===== src/sv/limit_order_book_heap_assert.svh =====
// assertion macros for the order book heap
// used by the top level only, no other dependencies
`ifndef LIMIT_ORDER_BOOK_HEAP_ASSERT_SVH
`define LIMIT_ORDER_BOOK_HEAP_ASSERT_SVH
`ifndef SYNTH
`define LOBH_ASSERT(lbl, clk, rstn, prop) \
    lbl: assert property (@(posedge clk) disable iff (!rstn) prop) \
        else $error("order book assertion failed");
`define LOBH_ASSERT_NEVER(lbl, clk, rstn, cond) \
    lbl: assert property (@(posedge clk) disable iff (!rstn) !(cond)) \
        else $error("order book assertion failed");
`else
`define LOBH_ASSERT(lbl, clk, rstn, prop)
`define LOBH_ASSERT_NEVER(lbl, clk, rstn, cond)
`endif
`endif


===== src/sv/lobh_pkg.sv =====
// shared types, constants and the ranking function of the order book heap
// no dependencies
package lobh_pkg;

    localparam int TREE_LEVELS_DEF   = 10;
    localparam int BOOK_CAPACITY_DEF = 1024;
    localparam int QUEUE_DEPTH       = 2;
    localparam logic [31:0] EMPTY_ASK_RESET = 32'd1000000;

    // input kind codes
    localparam logic [2:0] KIND_ADD_BID = 3'd0;
    localparam logic [2:0] KIND_ADD_ASK = 3'd1;
    localparam logic [2:0] KIND_REM_BID = 3'd2;
    localparam logic [2:0] KIND_REM_ASK = 3'd3;

    typedef struct packed {
        logic [31:0] price;
        logic [7:0]  qty;
        logic [31:0] id;
    } t_slot;

    // classified item travelling from front to back
    typedef struct packed {
        logic        is_rem;
        logic        is_ask;
        t_slot       item;
        logic [63:0] ts;
        logic [63:0] meta;
    } t_cmd;

    typedef struct packed {
        logic clearing;
        logic busy;
    } t_eng_status;

    // true when a ranks strictly above c on the given side
    function automatic logic ranks_above(input logic is_ask, input t_slot a, input t_slot c);
        logic r;
        if (c.id == 32'd0) begin
            r = 1'b1;
        end else if (a.id == 32'd0) begin
            r = 1'b0;
        end else if (a.price == c.price) begin
            r = (a.id < c.id);
        end else if (is_ask) begin
            r = (a.price < c.price);
        end else begin
            r = (a.price > c.price);
        end
        return r;
    endfunction

endpackage


===== src/sv/lobh_queue.sv =====
// short queue of classified items between front and back
// depends on lobh_pkg
module lobh_queue
    import lobh_pkg::*;
#(
    parameter int DEPTH = QUEUE_DEPTH
) (
    input  logic i_clk,
    input  logic i_rst_n,
    input  logic i_push,
    input  t_cmd i_data,
    output logic o_ready,
    output logic o_valid,
    output t_cmd o_data,
    input  logic i_pop
);

    localparam int PW = (DEPTH > 1) ? $clog2(DEPTH) : 1;
    localparam int CW = $clog2(DEPTH + 1);

    t_cmd          r_mem [DEPTH];
    logic [PW-1:0] r_wptr, r_rptr;
    logic [CW-1:0] r_cnt;
    logic          do_push, do_pop;

    assign o_ready = (r_cnt != CW'(DEPTH));
    assign o_valid = (r_cnt != '0);
    assign o_data  = r_mem[r_rptr];
    assign do_push = i_push && o_ready;
    assign do_pop  = i_pop && o_valid;

    // storage
    always_ff @(posedge i_clk) begin
        if (do_push) begin
            r_mem[r_wptr] <= i_data;
        end
    end

    // pointers and fill count
    always_ff @(posedge i_clk) begin
        if (!i_rst_n) begin
            r_wptr <= '0;
            r_rptr <= '0;
            r_cnt  <= '0;
        end else begin
            if (do_push) begin
                r_wptr <= (r_wptr == PW'(DEPTH - 1)) ? '0 : r_wptr + PW'(1);
            end
            if (do_pop) begin
                r_rptr <= (r_rptr == PW'(DEPTH - 1)) ? '0 : r_rptr + PW'(1);
            end
            if (do_push && !do_pop) begin
                r_cnt <= r_cnt + CW'(1);
            end else if (do_pop && !do_push) begin
                r_cnt <= r_cnt - CW'(1);
            end
        end
    end

endmodule


===== config.mk =====
export PLATFORM = sky130hd
export DESIGN_NAME = lobh_queue
export DESIGN_NICKNAME = d
export VERILOG_FILES = /design/src/sv/limit_order_book_heap_assert.svh /design/src/sv/lobh_pkg.sv /design/src/sv/lobh_queue.sv
export SDC_FILE = /design/constraint.sdc
export NUM_CORES = 1
export LEC_CHECK = 0
export ABC_AREA = 1
export ABC_CLOCK_PERIOD_IN_PS = 26800
export BUFFER_PORTS_ARGS = -buffer_cell sky130_fd_sc_hd__buf_2
export CORE_AREA = 3 3 211 213
export DETAILED_ROUTE_END_ITERATION = 8
export DIE_AREA = 0 0 214 216
export GPL_ROUTABILITY_DRIVEN = 0
export PLACE_DENSITY_LB_ADDON = 0.05
export SLEW_MARGIN = 20
export SYNTH_ARGS = -nofsm -noshare
export SYNTH_HDL_FRONTEND = slang
export SYNTH_SLANG_ARGS = --single-unit

===== constraint.sdc =====
create_clock -name i_clk -period 26.8 [get_ports i_clk]
set_input_delay 1.34 -clock i_clk [delete_from_list [all_inputs] [get_ports i_clk]]
set_output_delay 1.34 -clock i_clk [all_outputs]
set_load 0.005 [all_outputs]

==> impl_metrics.json, run 1 <==
{
  "run_status": "finished clean",
  "crit_path_max_fanout": 61,
  "postPlaceCellArea_um2": 17500,
  "hold_buffers": 0,
  "clock_latency_ns": 0.54,
  "avgViaCountPerCell": 4.46,
  "ys_seq_area_share_pct": 82.2,
  "num_rows": 76,
  "multi_input_area_um2": 2400,
  "grt_pass1_wl_um": 50500,
  "finalCritPeriodShare_pct": 17.4,
  "yosysWarnings": 0,
  "first_iter_violations": 334,
  "synth_top_area_cell": "edfxtp_1",
  "hold_path.class": "flip-flop to flip-flop",
  "io_buffers": 409,
  "numCtsBuffers": 45,
  "grt_max_degree": 64,
  "yosysUniqueCellTypes": 15,
  "cts_tree": "done",
  "ys_ff_latch": 409,
  "vias": 7709,
  "mostFrequentLayoutCell": "buf_2",
  "crit_type": "flip-flop to primary output",
  "fillers": 3945,
  "drive_gt1_share_pct": 59.7,
  "postLayoutSetupSlackWorst_ns": 22.13,
  "gr-total-overflow": 0,
  "track_usage_pct": 14.6,
  "cts_sinks": 409,
  "drc": 0,
  "final.setup.tns_ns": 0,
  "dpl.cell_count": 1646,
  "finClkSkew_ns": 0.00663,
  "yosys.area.top_type_share_pct": 81.6,
  "grt_pass1_vias": 7972,
  "cts.path.max_buffers": 3,
  "p_leak_nw": 6.95,
  "h-tree-depth": 2,
  "synthesis.nets": 872,
  "final_cell_mix": "buf_2, edfxtp_1, mux2_2",
  "dp_slack_ns": 22.41,
  "core_um2": 42900,
  "cp.arrival_ns": 3.33,
  "period_minus_slack_ns": 4.67,
  "chipWidth_um": 214,
  "syn-cell-area_um2": 14900,
  "wl_per_cell_um": 19.8,
  "rsz0062_at_grt": "no",
  "dieArea_um2": 46200,
  "routed_wl_um": 34300,
  "crit_path_end_kind": "primary output",
  "initial_utilization_pct": 34.7,
  "setup_viol": 0,
  "ir_drop_v": 0.0000484,
  "dr.pass1.iters": 6,
  "regArea_um2": 12200,
  "final_cell_area_um2": 18900,
  "hold_viol_final": 0,
  "cts_setup_buffers": 0,
  "final_max_slew_viol_count": 0,
  "start_kind": "flip-flop",
  "synth.area.top_cells": "edfxtp_1, mux2_2, buf_6",
  "r2r_setup_slack_ns": 23.39,
  "max_freq_mhz": 214,
  "die_h_um": 216,
  "cts_resized": 0,
  "nNetsFinal": 1315,
  "antenna_found_initial": 17,
  "cts_root_buffer": "clkbuf_16",
  "syn_to_final_growth_pct": 26.9,
  "clk_pin_slew_ns": 0.05,
  "relSlewSlack_pct": 37.3,
  "fin_cells": 1730,
  "tightest_slew_ns": 0.941,
  "p_per_area_nw_per_um2": 92.4,
  "required_ns": 25.46,
  "postRouteAntennaNets": 0,
  "hpwlAfterDp_um": 22500,
  "cap_violations": 0,
  "ioPinCount": 410,
  "syn_area_per_cell_um2": 22.4,
  "syn_inst": 665
}
-- synthesized netlist by cell type --
cell and count:
o21a_1 1, buf_2 2, nand3_1 1, o21ai_0 2, nand2_1 9, buf_6 18
nor2_1 8, ha_1 1, nand4_1 1, dfxtp_1 5, buf_4 2, a21oi_1 1
edfxtp_1 404, mux2_2 202, inv_1 8
-- metrics by stage --
step           hold slack, ns  total power [mW]  util [%]
2_1_floorplan           0.467              1.07         -
3_3_place_gp            0.475              1.20      40.8
3_5_place_dp            0.491              1.20      40.8
4_1_cts                 0.504              1.78      44.0
5_1_grt                 0.528              1.83      44.0
6_report                0.497              1.74      44.0
-- sequential cells by signal, indices dropped and copies added, names as in the netlist, named ones only --
signal / cells
r_mem: 404
r_rptr: 1
r_cnt: 2
r_wptr: 1
-- kinds of logic after synthesis --
logic type                 share of synthesized area (%)
AOI/OAI and AO/OA                                  0.151
DFF                                                 82.2
and+or+nand+nor                                    0.505
adders and majority gates                         0.0841
buffers and inverters                               1.73
muxes                                               15.3
-- worst paths after layout --
| check | from | end | cells past startpoint |
|---|---|---|---|
| worst max-delay path | flip-flop | o_data[189] | 4 |
| worst min-delay path | r_rptr | flip-flop | 2 |
| worst max register to register | r_cnt[0] | r_mem[0][1] | 6 |
| worst min register to register | r_rptr | flip-flop | 2 |
-- routing by layer --
layer | share of wire, % | global-route usage [%] | vias to the layer above | routed length, um
li1 | - | - | 3531 | -
met1 | 40 | 17.6 | 3825 | 13700
met2 | 47 | 22.7 | 264 | 16000
met3 | 11 | 7.25 | 67 | 3700
met4 | 2.4 | 5.02 | 22 | 810
met5 | 0.41 | 0 | - | 142
-- worst max-delay path, stage by stage, from the launching register on --
cell	delay (ns)
dfxtp_4	0.73
buf_4	0.63
buf_4	0.78
mux2_2	0.45
buf_2	0.14
-- power by group --
group	switching, mW	internal (mW)	total (mW)	leakage, nW
sequential	0.0228	0.810	0.833	3.81
clock	0.228	0.336	0.564	0.658
combinational	0.185	0.161	0.347	2.48
total	0.436	1.31	1.74	6.95
-- final cells by class --
type / instances / area share, %
Sequential cell: 409 / 64.8
Multi-Input combinational cell: 226 / 12.7
Timing Repair Buffer: 418 / 11.2
Clock buffer: 68 / 6.79
Tap cell: 585 / 3.88
Clock inverter: 9 / 0.338
Inverter: 8 / 0.159
Antenna cell: 7 / 0.0928
No activity file was read; power rests on OpenSTA's default activity.
==> run 2: changes to the inputs <==
--- a/config.mk
+++ b/config.mk
@@ -5,12 +5,12 @@
 export SDC_FILE = /design/constraint.sdc
 export NUM_CORES = 1
 export LEC_CHECK = 0
-export ABC_AREA = 1
-export ABC_CLOCK_PERIOD_IN_PS = 26800
+export ABC_AREA = 0
+export ABC_CLOCK_PERIOD_IN_PS = 3920
 export BUFFER_PORTS_ARGS = -buffer_cell sky130_fd_sc_hd__buf_2
-export CORE_AREA = 3 3 211 213
+export CORE_AREA = 3 3 210 212
 export DETAILED_ROUTE_END_ITERATION = 8
-export DIE_AREA = 0 0 214 216
+export DIE_AREA = 0 0 213 215
 export GPL_ROUTABILITY_DRIVEN = 0
 export PLACE_DENSITY_LB_ADDON = 0.05
 export SLEW_MARGIN = 20
==> constraint.sdc (replaced) <==
create_clock -name i_clk -period 3.92 [get_ports i_clk]
set_input_delay 0.196 -clock i_clk [delete_from_list [all_inputs] [get_ports i_clk]]
set_output_delay 0.196 -clock i_clk [all_outputs]
set_load 0.005 [all_outputs]
==> impl_metrics.json, run 2 <==
{
  "run_status": "finished clean",
  "hold-worst-slack_ns": 0.108,
  "wl_per_cell_um": 18.9,
  "p_leak_nw": 7.86,
  "ys.flop_type": "edfxtp_1",
  "vias": 8326,
  "period_minus_slack_ns": 2.61,
  "crit_path_max_fanout": 58,
  "finalCritPeriodShare_pct": 66.6,
  "avgViaCountPerCell": 4.43,
  "track_usage_pct": 15.2,
  "final_cell_area_um2": 21000,
  "yosys.cell_count.top_type": "edfxtp_1",
  "regMostFlops": "r_mem",
  "reg_top3": "r_mem (404), r_cnt (2)",
  "r2r_setup_slack_ns": 1.39,
  "core_um2": 42100,
  "clock_latency_ns": 0.55,
  "ys_ff_latch": 409,
  "nNetsFinal": 1511,
  "num_rows": 75,
  "yosysWarnings": 0,
  "finClkSkew_ns": 0.0116,
  "grt_max_degree": 66,
  "cts_tree": "done",
  "hold_path.class": "input port to flip-flop",
  "crit_path_end_kind": "primary output",
  "ioPinCount": 410,
  "final_cell_mix": "buf_2, edfxtp_1, dlygate4sd3_1",
  "synth_edf_count": 404,
  "die_h_um": 215,
  "synthesis.nets": 859,
  "setup_viol": 0,
  "yosysUniqueCellTypes": 21,
  "syn_inst": 652,
  "largest_register_ff_count": 404,
  "io_buffers": 409,
  "final_max_slew_viol_count": 0,
  "hold_buffers": 204,
  "dr.pass1.iters": 4,
  "postLayoutSetupSlackWorst_ns": 1.31,
  "synthArstFlopShare_pct": 0,
  "chipWidth_um": 213,
  "hpwlAfterDp_um": 23100,
  "ir_drop_v": 0.000317,
  "dp_slack_ns": 1.36,
  "p_per_area_nw_per_um2": 595,
  "p_int_mw": 9.34,
  "numCtsBuffers": 46,
  "synth_top_area_cell": "edfxtp_1",
  "max_freq_mhz": 383,
  "power_mw": 12.5,
  "syn-cell-area_um2": 14800,
  "first_iter_violations": 310,
  "power_frac_seq_pct": 45.3,
  "yosys.area.top_type_share_pct": 81.7,
  "clk_pin_slew_ns": 0.06,
  "cp.arrival_ns": 2.42,
  "gr-total-overflow": 0,
  "tightest_slew_ns": 0.926,
  "initial_utilization_pct": 35.2,
  "start_kind": "flip-flop",
  "combPwrFrac_pct": 22.0,
  "routed_wl_um": 35500,
  "swShare_pct": 25.3,
  "antenna_found_initial": 1,
  "ys_seq_area_share_pct": 82.4,
  "h-tree-depth": 2,
  "ys_top_cells_by_count": "edfxtp_1, mux2_2, buf_4, buf_6, dfxtp_1",
  "syn_to_final_growth_pct": 41.7,
  "p_sw_mw": 3.16,
  "cts_resized": 0,
  "postPlaceCellArea_um2": 17500,
  "cts.path.max_buffers": 3,
  "crit_type": "flip-flop to primary output",
  "postRouteAntennaNets": 0,
  "syn_area_per_cell_um2": 22.8,
  "grt_pass1_vias": 9126,
  "hold_viol_final": 0,
  "required_ns": 3.72,
  "cts_setup_buffers": 0,
  "dieArea_um2": 45800,
  "synth.area.top_cells": "edfxtp_1, mux2_2, buf_6",
  "drc": 0,
  "mostFrequentLayoutCell": "buf_2",
  "grt_pass1_wl_um": 53000,
  "cts_root_buffer": "clkbuf_16",
  "rsz0062_at_grt": "no",
  "relSlewSlack_pct": 38.3,
  "cts_sinks": 409,
  "cap_violations": 0,
  "drive_gt1_share_pct": 51.6,
  "clkPwrFrac_pct": 32.7
}
-- run 2: cell count changes in the layout (fill, tap and decap cells not counted), sizes merged, moves of 2 or more --
cell,delta
dlygate4sd3,+204
clkinv,+14
clkbuf,-11
nand2,-9
inv,-8
nor2,-8
diode,-6
and2,+4
buf,+4
a21boi,+2
bufinv,+2
xnor2,+2
-- run 2: power groups by stage --
stage / clock network [mW] / logic, mW / registers [mW]
6_report: 4.08 / 2.75 / 5.67
5_1_grt: 4.41 / 3.01 / 5.72
4_1_cts: 4.22 / 2.84 / 5.68
3_5_place_dp: 0 / 2.66 / 5.77
3_3_place_gp: 0 / 2.68 / 5.75
2_1_floorplan: 0 / 1.54 / 5.70
-- run 2: kinds of logic (layout without fill, tap and decap cells) --
| family | Yosys count | after routing | synth area share (%) |
|---|---|---|---|
| simple gates | 9 | 9 | 0.438 |
| xor+xnor | 3 | 3 | 0.177 |
| flops | 409 | 409 | 82.4 |
| compound gates | 5 | 5 | 0.236 |
| fa+ha+maj | 1 | 1 | 0.0843 |
| buf+inv | 23 | 709 | 1.33 |
| other cells | 0 | 1 | 0 |
| mux | 202 | 202 | 15.3 |
-- run 2: worst paths after layout --
path	startpoint	to	depth (start not counted)
setup / recovery	flip-flop	o_data[155]	3
hold / removal	i_pop	r_rptr	4
setup reg to reg	r_cnt[0]	r_mem[0][143]	5
hold reg to reg	r_cnt[1]	r_cnt[1]	2
-- run 2: per-stage QoR --
stage	setup TNS (ns)	std cells	util, %
after global placement	0	1591	41.6
after detailed placement	0	1591	41.6
after floorplan	-20.55	652	-
after CTS	0	1877	49.9
after global routing	0	1877	49.9
final	0	1878	49.9
-- run 2: routing by layer --
metal / GRT usage [%] / part of all wire [%] / up-vias
li1: - / - / 3907
met1: 18.2 / 40 / 4109
met2: 25.7 / 50 / 253
met3: 4.68 / 7.4 / 57
met4: 5.72 / 2.8 / 0
met5: 0 / 0 / -
-- run 2: cell type report --
type / instances / area (um2)
tap: 539 / 674
multi-input combinational: 220 / 2420
fill: 3650 / 21100
clock inverter: 25 / 183
antenna: 1 / 2.50
timing repair buffer: 626 / 4250
sequential: 409 / 12200
clock buffer: 57 / 1260
inverter: 1 / 7.51
-- run 2: critical path, stage by stage, from the launching register on --
cell and delay [ns]:
dfxtp_4 0.95, buf_12 0.34, mux2_2 0.37, buf_2 0.15
