**src/sv/limit_order_book_heap_assert.svh**
```systemverilog
// assertion macros for the order book heap
// used by the top level only, no other dependencies
`ifndef LIMIT_ORDER_BOOK_HEAP_ASSERT_SVH
`define LIMIT_ORDER_BOOK_HEAP_ASSERT_SVH
`ifndef SYNTH
`define LOBH_ASSERT(lbl, clk, rstn, prop) \
    lbl: assert property (@(posedge clk) disable iff (!rstn) prop) \
        else $error("order book assertion failed");
`define LOBH_ASSERT_NEVER(lbl, clk, rstn, cond) \
    lbl: assert property (@(posedge clk) disable iff (!rstn) !(cond)) \
        else $error("order book assertion failed");
`else
`define LOBH_ASSERT(lbl, clk, rstn, prop)
`define LOBH_ASSERT_NEVER(lbl, clk, rstn, cond)
`endif
`endif

```
**src/sv/lobh_pkg.sv**
```systemverilog
// shared types, constants and the ranking function of the order book heap
// no dependencies
package lobh_pkg;

    localparam int TREE_LEVELS_DEF   = 10;
    localparam int BOOK_CAPACITY_DEF = 1024;
    localparam int QUEUE_DEPTH       = 2;
    localparam logic [31:0] EMPTY_ASK_RESET = 32'd1000000;

    // input kind codes
    localparam logic [2:0] KIND_ADD_BID = 3'd0;
    localparam logic [2:0] KIND_ADD_ASK = 3'd1;
    localparam logic [2:0] KIND_REM_BID = 3'd2;
    localparam logic [2:0] KIND_REM_ASK = 3'd3;

    typedef struct packed {
        logic [31:0] price;
        logic [7:0]  qty;
        logic [31:0] id;
    } t_slot;

    // classified item travelling from front to back
    typedef struct packed {
        logic        is_rem;
        logic        is_ask;
        t_slot       item;
        logic [63:0] ts;
        logic [63:0] meta;
    } t_cmd;

    typedef struct packed {
        logic clearing;
        logic busy;
    } t_eng_status;

    // true when a ranks strictly above c on the given side
    function automatic logic ranks_above(input logic is_ask, input t_slot a, input t_slot c);
        logic r;
        if (c.id == 32'd0) begin
            r = 1'b1;
        end else if (a.id == 32'd0) begin
            r = 1'b0;
        end else if (a.price == c.price) begin
            r = (a.id < c.id);
        end else if (is_ask) begin
            r = (a.price < c.price);
        end else begin
            r = (a.price > c.price);
        end
        return r;
    endfunction

endpackage

```
**src/sv/lobh_front.sv**
```systemverilog
// front end: accepts input items, drops unused kinds, classifies the rest
// depends on lobh_pkg
module lobh_front
    import lobh_pkg::*;
(
    input  logic        i_clk,
    input  logic        i_rst_n,
    input  logic        i_hold,
    input  logic        i_valid,
    output logic        o_ready,
    input  logic [2:0]  i_kind,
    input  logic [31:0] i_price,
    input  logic [7:0]  i_quantity,
    input  logic [31:0] i_order_id,
    input  logic [63:0] i_timestamp,
    input  logic [63:0] i_meta,
    output logic        o_push,
    output t_cmd        o_cmd,
    input  logic        i_q_ready
);

    logic r_valid, n_valid;
    t_cmd r_cmd, n_cmd;
    logic accept, kind_ok;

    assign o_ready = !i_hold && (!r_valid || i_q_ready);
    assign accept  = i_valid && o_ready;

    // only the four book kinds make it into the queue
    always_comb begin
        kind_ok = (i_kind inside {KIND_ADD_BID, KIND_ADD_ASK, KIND_REM_BID, KIND_REM_ASK});
    end

    // stage register next state
    always_comb begin
        n_valid = r_valid && !i_q_ready;
        n_cmd   = r_cmd;
        if (accept && kind_ok) begin
            n_valid           = 1'b1;
            n_cmd.is_rem      = i_kind[1];
            n_cmd.is_ask      = i_kind[0];
            n_cmd.item.price  = i_price;
            n_cmd.item.qty    = i_quantity;
            n_cmd.item.id     = i_order_id;
            n_cmd.ts          = i_timestamp;
            n_cmd.meta        = i_meta;
        end
    end

    always_ff @(posedge i_clk) begin
        if (!i_rst_n) begin
            r_valid <= 1'b0;
        end else begin
            r_valid <= n_valid;
        end
        r_cmd <= n_cmd;
    end

    assign o_push = r_valid;
    assign o_cmd  = r_cmd;

endmodule

```
**config.mk**
```make
export PLATFORM = sky130hd
export DESIGN_NAME = lobh_front
export DESIGN_NICKNAME = d
export VERILOG_FILES = /design/src/sv/limit_order_book_heap_assert.svh /design/src/sv/lobh_pkg.sv /design/src/sv/lobh_front.sv
export SDC_FILE = /design/constraint.sdc
export NUM_CORES = 1
export LEC_CHECK = 0
export BUFFER_PORTS_ARGS = -buffer_cell sky130_fd_sc_hd__buf_2
export CAP_MARGIN = 25
export CORE_AREA = 2 2 162 164
export DETAILED_ROUTE_END_ITERATION = 16
export DIE_AREA = 0 0 164 166
export GPL_TIMING_DRIVEN = 0
export PLACE_DENSITY = 0.51
export SYNTH_ARGS = -nofsm -noshare
export SYNTH_HDL_FRONTEND = slang
export SYNTH_SLANG_ARGS = --single-unit
export TNS_END_PERCENT = 30
```
**constraint.sdc**
```tcl
create_clock -name i_clk -period 26.2 [get_ports i_clk]
set_input_delay 5.24 -clock i_clk [delete_from_list [all_inputs] [get_ports i_clk]]
set_output_delay 5.24 -clock i_clk [all_outputs]
set_load 0.01 [all_outputs]
```
==> results of run 1 <==
==> layout make-up <==
class / instances / share of cell area
sequential: 203 / 0.636
tap: 335 / 0.0438
clock buffer: 30 / 0.0674
timing repair buffer: 418 / 0.232
antenna: 3 / 0.000785
clock inverter: 11 / 0.0145
multi-input combinational: 5 / 0.00484
==> state kept, by name (all words and copies together) (netlist names) <==
name    flops
o_cmd     202
o_push      1
==> worst max-delay path, stage by stage <==
cell and delay [ps]:
buf_2 100, nor2b_2 190, nor2_1 50, buf_2 130
==> path summary, 6_finish.rpt <==
check / start / endpoint / depth (start not counted)
min reg2reg: o_push / o_push / 2
max: i_q_ready / o_ready / 4
max reg2reg: o_push / o_cmd[154] / 5
min: o_push / o_push / 2
==> placed cells by master (no fill, tap or decap) <==
master / n
buf_2: 411
edfxtp_1: 202
clkbuf_16: 25
clkbuf_1: 5
buf_12: 4
diode_2: 3
bufinv_16: 3
clkinv_1: 3
buf_16: 3
clkinv_2: 2
nor2b_2: 1
nor2_1: 1
nor3b_2: 1
nor2b_4: 1
o21a_1: 1
clkinv_4: 1
clkinvlp_4: 1
inv_8: 1
dfxtp_1: 1
==> per-stage QoR <==
step | instances | power (mW) | hold slack [ps] | area [um^2] | worst slack (ps)
6_report | 1005 | 0.737 | 710 | 9560 | 15240
5_1_grt | 1004 | 0.765 | 744 | 9560 | 15210
4_1_cts | 1002 | 0.751 | 719 | 9550 | 15240
3_5_place_dp | 961 | 0.414 | 706 | 8770 | 15240
3_3_place_gp | 954 | 0.416 | 645 | 8600 | 6930
2_1_floorplan | 208 | 0.389 | 678 | 6120 | 11140
==> power by group through the flow <==
stage                     clock network, mW  registers [mW]  logic [mW]
final                                 0.331           0.371      0.0359
after detailed placement                  0           0.377      0.0367
after global routing                  0.354           0.371      0.0392
after floorplan                           0           0.386     0.00359
after CTS                             0.344           0.371      0.0367
after global placement                    0           0.382      0.0335
==> cells by family (layout without fill, tap and decap cells) <==
| logic type | count (synthesis) | count (layout) | share of synthesized area |
|---|---|---|---|
| buf+inv | 0 | 459 | 0 |
| other cells | 0 | 3 | 0 |
| simple gates | 4 | 4 | 0.00511 |
| flops | 203 | 203 | 0.994 |
| compound gates | 1 | 1 | 0.00123 |
==> layer usage <==
layer | up-vias | share of wire
li1 | 1745 | -
met1 | 1759 | 0.36
met2 | 225 | 0.51
met3 | 42 | 0.10
met4 | 2 | 0.030
met5 | - | 0.00078
==> results.cfg, run 1 <==
[drt]
drc_errors = 0
wl_per_cell_um = 16.6
antenna_left = 0
vias_per_cell = 3.75
routed_wl_mm = 16.7
vias = 3773
drtIter0Drc = 199
first_pass_iters = 6

[power]
power.static_leakage_nw = 3.94
p_seq_frac = 0.503
clkPwrFrac = 0.449
ir_drop_mv = 0.0438
p_int_mw = 0.590
swShare = 0.200
p_per_area_mw_per_mm2 = 77.1
power_switching_mw = 0.147
pwr-share-comb = 0.049

[global_routing]
grt_util_met3 = 0.0417
use_met2 = 0.201
grt_pass1_wl_mm = 23.4
track_usage = 0.115
grtUsageMet1 = 0.125
first_global_vias = 3919
busiest_layer = met2
grt_antenna_before_repair = 4
grt_start_max_net_pins = 34
grt_overflow = 0

[placed_design]
dp_hpwl_mm = 12.8
port_buffers = 411
place_congestion = 0.747

[logic_synthesis]
synthCells = 208
synth_edf_count = 202
synth-async-reset-ratio = 0
ys.flop_type = edfxtp_1
ys_ff_latch = 203
syn_area_per_cell_um2 = 29.4
synth_top_cell_by_area = edfxtp_1
synthesis.area_mm2 = 0.00612
seq_area_frac_synth = 0.994
synth_fp_nets = 416
yosysMostFrequentCell = edfxtp_1
yosys-top-cells-area = edfxtp_1 (99%), dfxtp_1 (0.33%), nor3b_2 (0.20%)
yosys.area.top_type_share = 0.990
yosysWarnings = 0
ys_types = 7

[critical_path]
ff2ff_setup_slack_ps = 24080
cp.arrival_ps = 5720
critPathCaptureType = output pin
required_ps = 20960
path_class = in2out
cp-start-kind = input port
critPathMaxFanout = 3

[sta]
tns_ps = 0
worstMarginPinSlew_ps = 752
period_needed_ps = 10960
max_slew_margin = 0.498
fmax_mhz = 91.3
hold_viol = 0
slew_viol_final = 0
clock_skew_ps = 11.6
fin_crit_sh = 0.418
finalSetupViolations = 0
rsz0062_at_grt = no

[cts]
cts_tree = built
clkLatencyLatePin_ps = 500
root_buffer = clkbuf_16
clock_tree.buffer_depth = 3
path_clk_slew_ps = 60
holdBufCountCts = 0
cts.repair.resized = 0
cts_sinks = 203
cts_max_level = 1
cts_buffers = 24
postCtsSetupBuffers = 0

[layout]
nNetsFinal = 860
fill_cells = 2436
multi_input_area_um2 = 46.3
layout-drive-gt1-share = 0.681
area_growth_pct = 56.1
fin_util = 0.373
ff_latch_area_mm2 = 0.00609

[die]
ios = 412
die_y_um = 166
initial_utilization = 0.239
core_area_mm2 = 0.0256
dieArea_mm2 = 0.0272
core.rowCount = 59
die_w_um = 164

[worst_hold_path]
hold_class = reg2reg

[run]
maxCapViolations = 0

[run_status]
outcome = finished clean
(Power assumes the default switching activity.)
==> run 2, diff against run 1 <==
- PLACE_DENSITY: 0.51 -> 0.53
- clock period: 26.2 -> 9.87 ns (I/O delays scaled with it)
==> run 2 against run 1 <==
Effect of this change:
- die area stayed put
- critical path depth stayed put
- core utilization decreased by 0.63 points
- largest power group unchanged
- highest routed layer unchanged
- critical endpoint unchanged
- largest cell class unchanged
==> results.cfg, run 2 (same netlist as run 1, synthesis figures left out) <==
[run_status]
outcome = finished clean

[critical_path]
critPathMaxFanout = 3
reg2reg_to = o_cmd[198]
ff2ff_setup_slack_ps = 7690
r2r-start = o_push
cp.arrival_ps = 2450
required_ps = 7900
reg2regPathDepth = 5
crit_path_end = o_ready
startpoint = i_q_ready
critPathCaptureType = output pin
path_class = in2out
cp-start-kind = input port

[global_routing]
grt_pass1_wl_mm = 22.3
grt_overflow = 0
grt_start_max_net_pins = 37
first_global_vias = 3827
grt_antenna_before_repair = 4
track_usage = 0.110

[layout]
final_common_cell = buf_2
largest_register_ffs = 202
layout-drive-gt1-share = 0.677
final_cell_mix = buf_2 (411), edfxtp_1 (202), clkbuf_16 (23), buf_12 (6), clkbuf_1 (5)
fin_cells = 1000
area_growth_pct = 53.5
nNetsFinal = 857
multi_input_area_um2 = 46.3
fill_cells = 2470
ff_latch_area_mm2 = 0.00609

[sta]
period_needed_ps = 4430
setup_slack_ps = 5440
hold_viol = 0
finalSetupViolations = 0
worstMarginPinSlew_ps = 762
rsz0062_at_grt = no
clock_skew_ps = 5.91
whs_ps = 686
fmax_mhz = 226
slew_viol_final = 0
fin_crit_sh = 0.448
max_slew_margin = 0.491
tns_ps = 0

[placed_design]
place_congestion = 0.735
post-place-ws_ps = 5440
dp_cells = 960
port_buffers = 411
dp_hpwl_mm = 12.5

[power]
ir_drop_mv = 0.132
clkPwrFrac = 0.414
p_seq_frac = 0.535
power_switching_mw = 0.365
p_per_area_mw_per_mm2 = 196
total_power_mw = 1.84
pwr-share-comb = 0.051
swShare = 0.198
power.static_leakage_nw = 3.87
p_int_mw = 1.47

[cts]
clkLatencyLatePin_ps = 500
cts_sinks = 203
clock_tree.buffer_depth = 3
path_clk_slew_ps = 60
root_buffer = clkbuf_16
cts_tree = built
cts.repair.resized = 0
postCtsSetupBuffers = 0
cts_buffers = 22
holdBufCountCts = 0
cts_max_level = 1

[drt]
antenna_left = 0
first_pass_iters = 4
wl_per_cell_um = 16.1
vias = 3772
routed_wl_mm = 16.1
drc_errors = 0
drtIter0Drc = 198
vias_per_cell = 3.77

[die]
core_area_mm2 = 0.0256
dieArea_mm2 = 0.0272
die_y_um = 166
initial_utilization = 0.239
ios = 412
core.rowCount = 59
die_w_um = 164

[run]
maxCapViolations = 0

[worst_hold_path]
hold_class = reg2reg
-- run 2: cell count changes in the layout (fill, tap and decap cells not counted), moves of 2 or more --
cell       previous run  this run
clkinv_2              2         4
bufinv_16             3         1
buf_16                3         0
buf_12                4         6
clkbuf_16            25        23
-- run 2: critical path, stage by stage --
cell and delay (ps):
buf_2 100, nor2b_2 190, nor2_1 50, buf_2 140
-- run 2: area by class of cell --
cell class,count,area share
diodes,2,0.000532
clock buffers,28,0.0632
clock inverters,10,0.00772
multi-input cells,5,0.00492
flip-flops and latches,203,0.647
well taps,335,0.0446
repair buffers,417,0.232
-- run 2: worst min-delay path by stage --
stage           start      to  slack [ps]  cells past startpoint
6_report       o_push  o_push         690                      2
5_1_grt        o_push  o_push         730                      2
4_1_cts        o_push  o_push         690                      2
3_5_place_dp   o_push  o_push         680                      2
3_3_place_gp   o_push  o_push         650                      2
2_1_floorplan  o_push  o_push         700                      2
-- run 2: stage by stage --
step,utilization,area [um^2]
after floorplan,-,6130
after global placement,0.336,8600
after detailed placement,0.341,8730
after CTS,0.367,9400
after global routing,0.367,9400
final,0.367,9400
-- run 2: layer usage --
layer / GRT usage / wire, um / vias up
met3: 0.0500 / 1900 / 28
met2: 0.196 / 8130 / 227
met5: 0 / 27 / -
met1: 0.112 / 5510 / 1778
met4: 0.0408 / 578 / 4
li1: - / - / 1735
-- run 2: power by group through the flow --
stage | Clock (mW) | Combinational, mW | Sequential (mW)
after floorplan | 0 | 0.00960 | 1.02
after global placement | 0 | 0.0886 | 1.01
after detailed placement | 0 | 0.0956 | 1.00
after CTS | 0.792 | 0.0956 | 0.984
after global routing | 0.824 | 0.102 | 0.985
final | 0.761 | 0.0936 | 0.984
==> run 3, diff against run 2 <==
- CORE_AREA: 2 2 162 164 -> 2 2 158 160
- DIE_AREA: 0 0 164 166 -> 0 0 160 162
- clock period: 9.87 -> 4.3 ns (I/O delays scaled with it)
==> run 3 against run 2 <==
Effect of this change:
- critical path depth did not move
- clock power rose by 120%
- wire length rose by 0.89%
- combinational power rose by 130%
- non-clock buffer count rose by 1
- register-to-register slack got worse by 5300 ps
- clock-buffer cell count rose by 1
- sequential power rose by 130%
- setup slack got worse by 3300 ps
- sequential share of layout area fell by 0.10 points
- via count fell by 0.24%
- flip-flop and latch count did not move
- largest cell class unchanged
==> results.cfg, run 3 (same netlist as run 1, synthesis figures left out) <==
[critical_path]
reg2regPathDepth = 6
critPathMaxFanout = 3
required_ps = 3440
cp_cell_sequence = buf_2, nor2b_2, nor2_1, buf_2
cp.arrival_ps = 1340
ff2ff_setup_slack_ps = 2350
r2r-start = o_push
path_common_cell = buf_2
cpMaxStageDelayCell = nor2b_2
cp-start-kind = input port
path_delay_family = simple AND/OR/NAND/NOR gates
max_stage_delay_ps = 190
crit_buf_inv = 2
path_class = in2out
reg2reg_to = o_cmd[135]
critPathCaptureType = output pin

[power]
swShare = 0.201
power_switching_mw = 0.840
p_seq_frac = 0.541
p_int_mw = 3.33
p_per_area_mw_per_mm2 = 443
ir_drop_mv = 0.272
power.static_leakage_nw = 3.87
clkPwrFrac = 0.407
total_power_mw = 4.17
pwr-share-comb = 0.052

[layout]
fin_util = 0.391
final_cell_area_mm2 = 0.00942
final_common_cell = buf_2
nNetsFinal = 859
largest_register_ffs = 202
layout-drive-gt1-share = 0.675
area_growth_pct = 53.7
final_cell_mix = buf_2 (411), edfxtp_1 (202), clkbuf_16 (23), clkbuf_1 (6)

[global_routing]
grt_start_max_net_pins = 36
grt_pass1_wl_mm = 22.9
grt_antenna_before_repair = 6
first_global_vias = 3852
track_usage = 0.118
grt_overflow = 0

[sta]
max_slew_margin = 0.787
period_needed_ps = 2200
tns_ps = 0
worstMarginPinSlew_ps = 319
fin_crit_sh = 0.512
finalSetupViolations = 0
fmax_mhz = 454
hold_viol = 0
slew_viol_final = 0
clock_skew_ps = 7.59
rsz0062_at_grt = no

[worst_hold_path]
holdPathStages = 1
hp-start = i_meta[17]
hold_class = in2reg
hold_end = o_cmd[17]

[placed_design]
port_buffers = 411
place_congestion = 0.724
dp_hpwl_mm = 12.7
place_area_mm2 = 0.00876

[cts]
cts_buffers = 23
cts_tree = built
holdBufCountCts = 0
cts_max_level = 1
postCtsSetupBuffers = 0
cts_sinks = 203
path_clk_slew_ps = 60
cts.repair.resized = 0
clock_tree.buffer_depth = 3
clkLatencyLatePin_ps = 500
root_buffer = clkbuf_16

[drt]
first_pass_iters = 4
drc_errors = 0
vias = 3763
antenna_left = 0
wl_per_cell_um = 16.4
routed_wl_mm = 16.3
drtIter0Drc = 192
vias_per_cell = 3.79

[run]
maxCapViolations = 0

[die]
dieArea_mm2 = 0.0259
ios = 412
die_y_um = 162
core.rowCount = 57
die_w_um = 160
core_area_mm2 = 0.0241
initial_utilization = 0.254

[run_status]
outcome = finished clean
run 3: worst register-to-register path, stage by stage (launching register included):
cell and delay [ps]:
dfxtp_1 310, nor2b_2 170, nor2b_4 300, buf_12 240, buf_16 210, buf_12 230
buf_16 200
run 3: cell type report:
type	instances	area [um^2]
well taps	324	405
clock buffers	29	598
repair buffers	418	2210
clock inverters	9	48.8
diodes	5	12.5
fillers	2349	14700
flip-flops and latches	203	6090
multi-input cells	5	52.6
run 3: power by group through the flow:
| stage | sequential, mW | clock, mW | combinational (mW) |
|---|---|---|---|
| after CTS | 2.26 | 1.77 | 0.223 |
| final | 2.26 | 1.70 | 0.218 |
| after detailed placement | 2.30 | 0 | 0.223 |
| after global placement | 2.31 | 0 | 0.205 |
| after global routing | 2.26 | 1.84 | 0.239 |
| after floorplan | 2.34 | 0 | 0.0229 |
run 3: per-layer routing:
layer	part of all wire	GRT usage
met5	0.00080	0
met1	0.35	0.130
met3	0.11	0.0506
met4	0.037	0.0495
met2	0.50	0.203
run 3: stage by stage:
stage / cells / hold slack (ps) / setup slack [ps]
6_report: 993 / 534 / 2100
3_3_place_gp: 943 / 685 / -1720
3_5_place_dp: 950 / 693 / 1560
2_1_floorplan: 208 / 712 / -269
5_1_grt: 990 / 503 / 2010
4_1_cts: 988 / 503 / 2090
run 3: worst max-delay path by stage:
stage                       endpoint  cells after the start  slack (ps)  startpoint
after floorplan             o_cmd[0]                      2        -270   i_kind[2]
after global placement    o_cmd[151]                      3       -1720   i_kind[2]
after detailed placement  o_cmd[173]                      7        1560   i_kind[2]
after CTS                 o_cmd[173]                      7        2090   i_kind[2]
after global routing       o_cmd[92]                      7        2010   i_kind[2]
final                        o_ready                      4        2100   i_q_ready
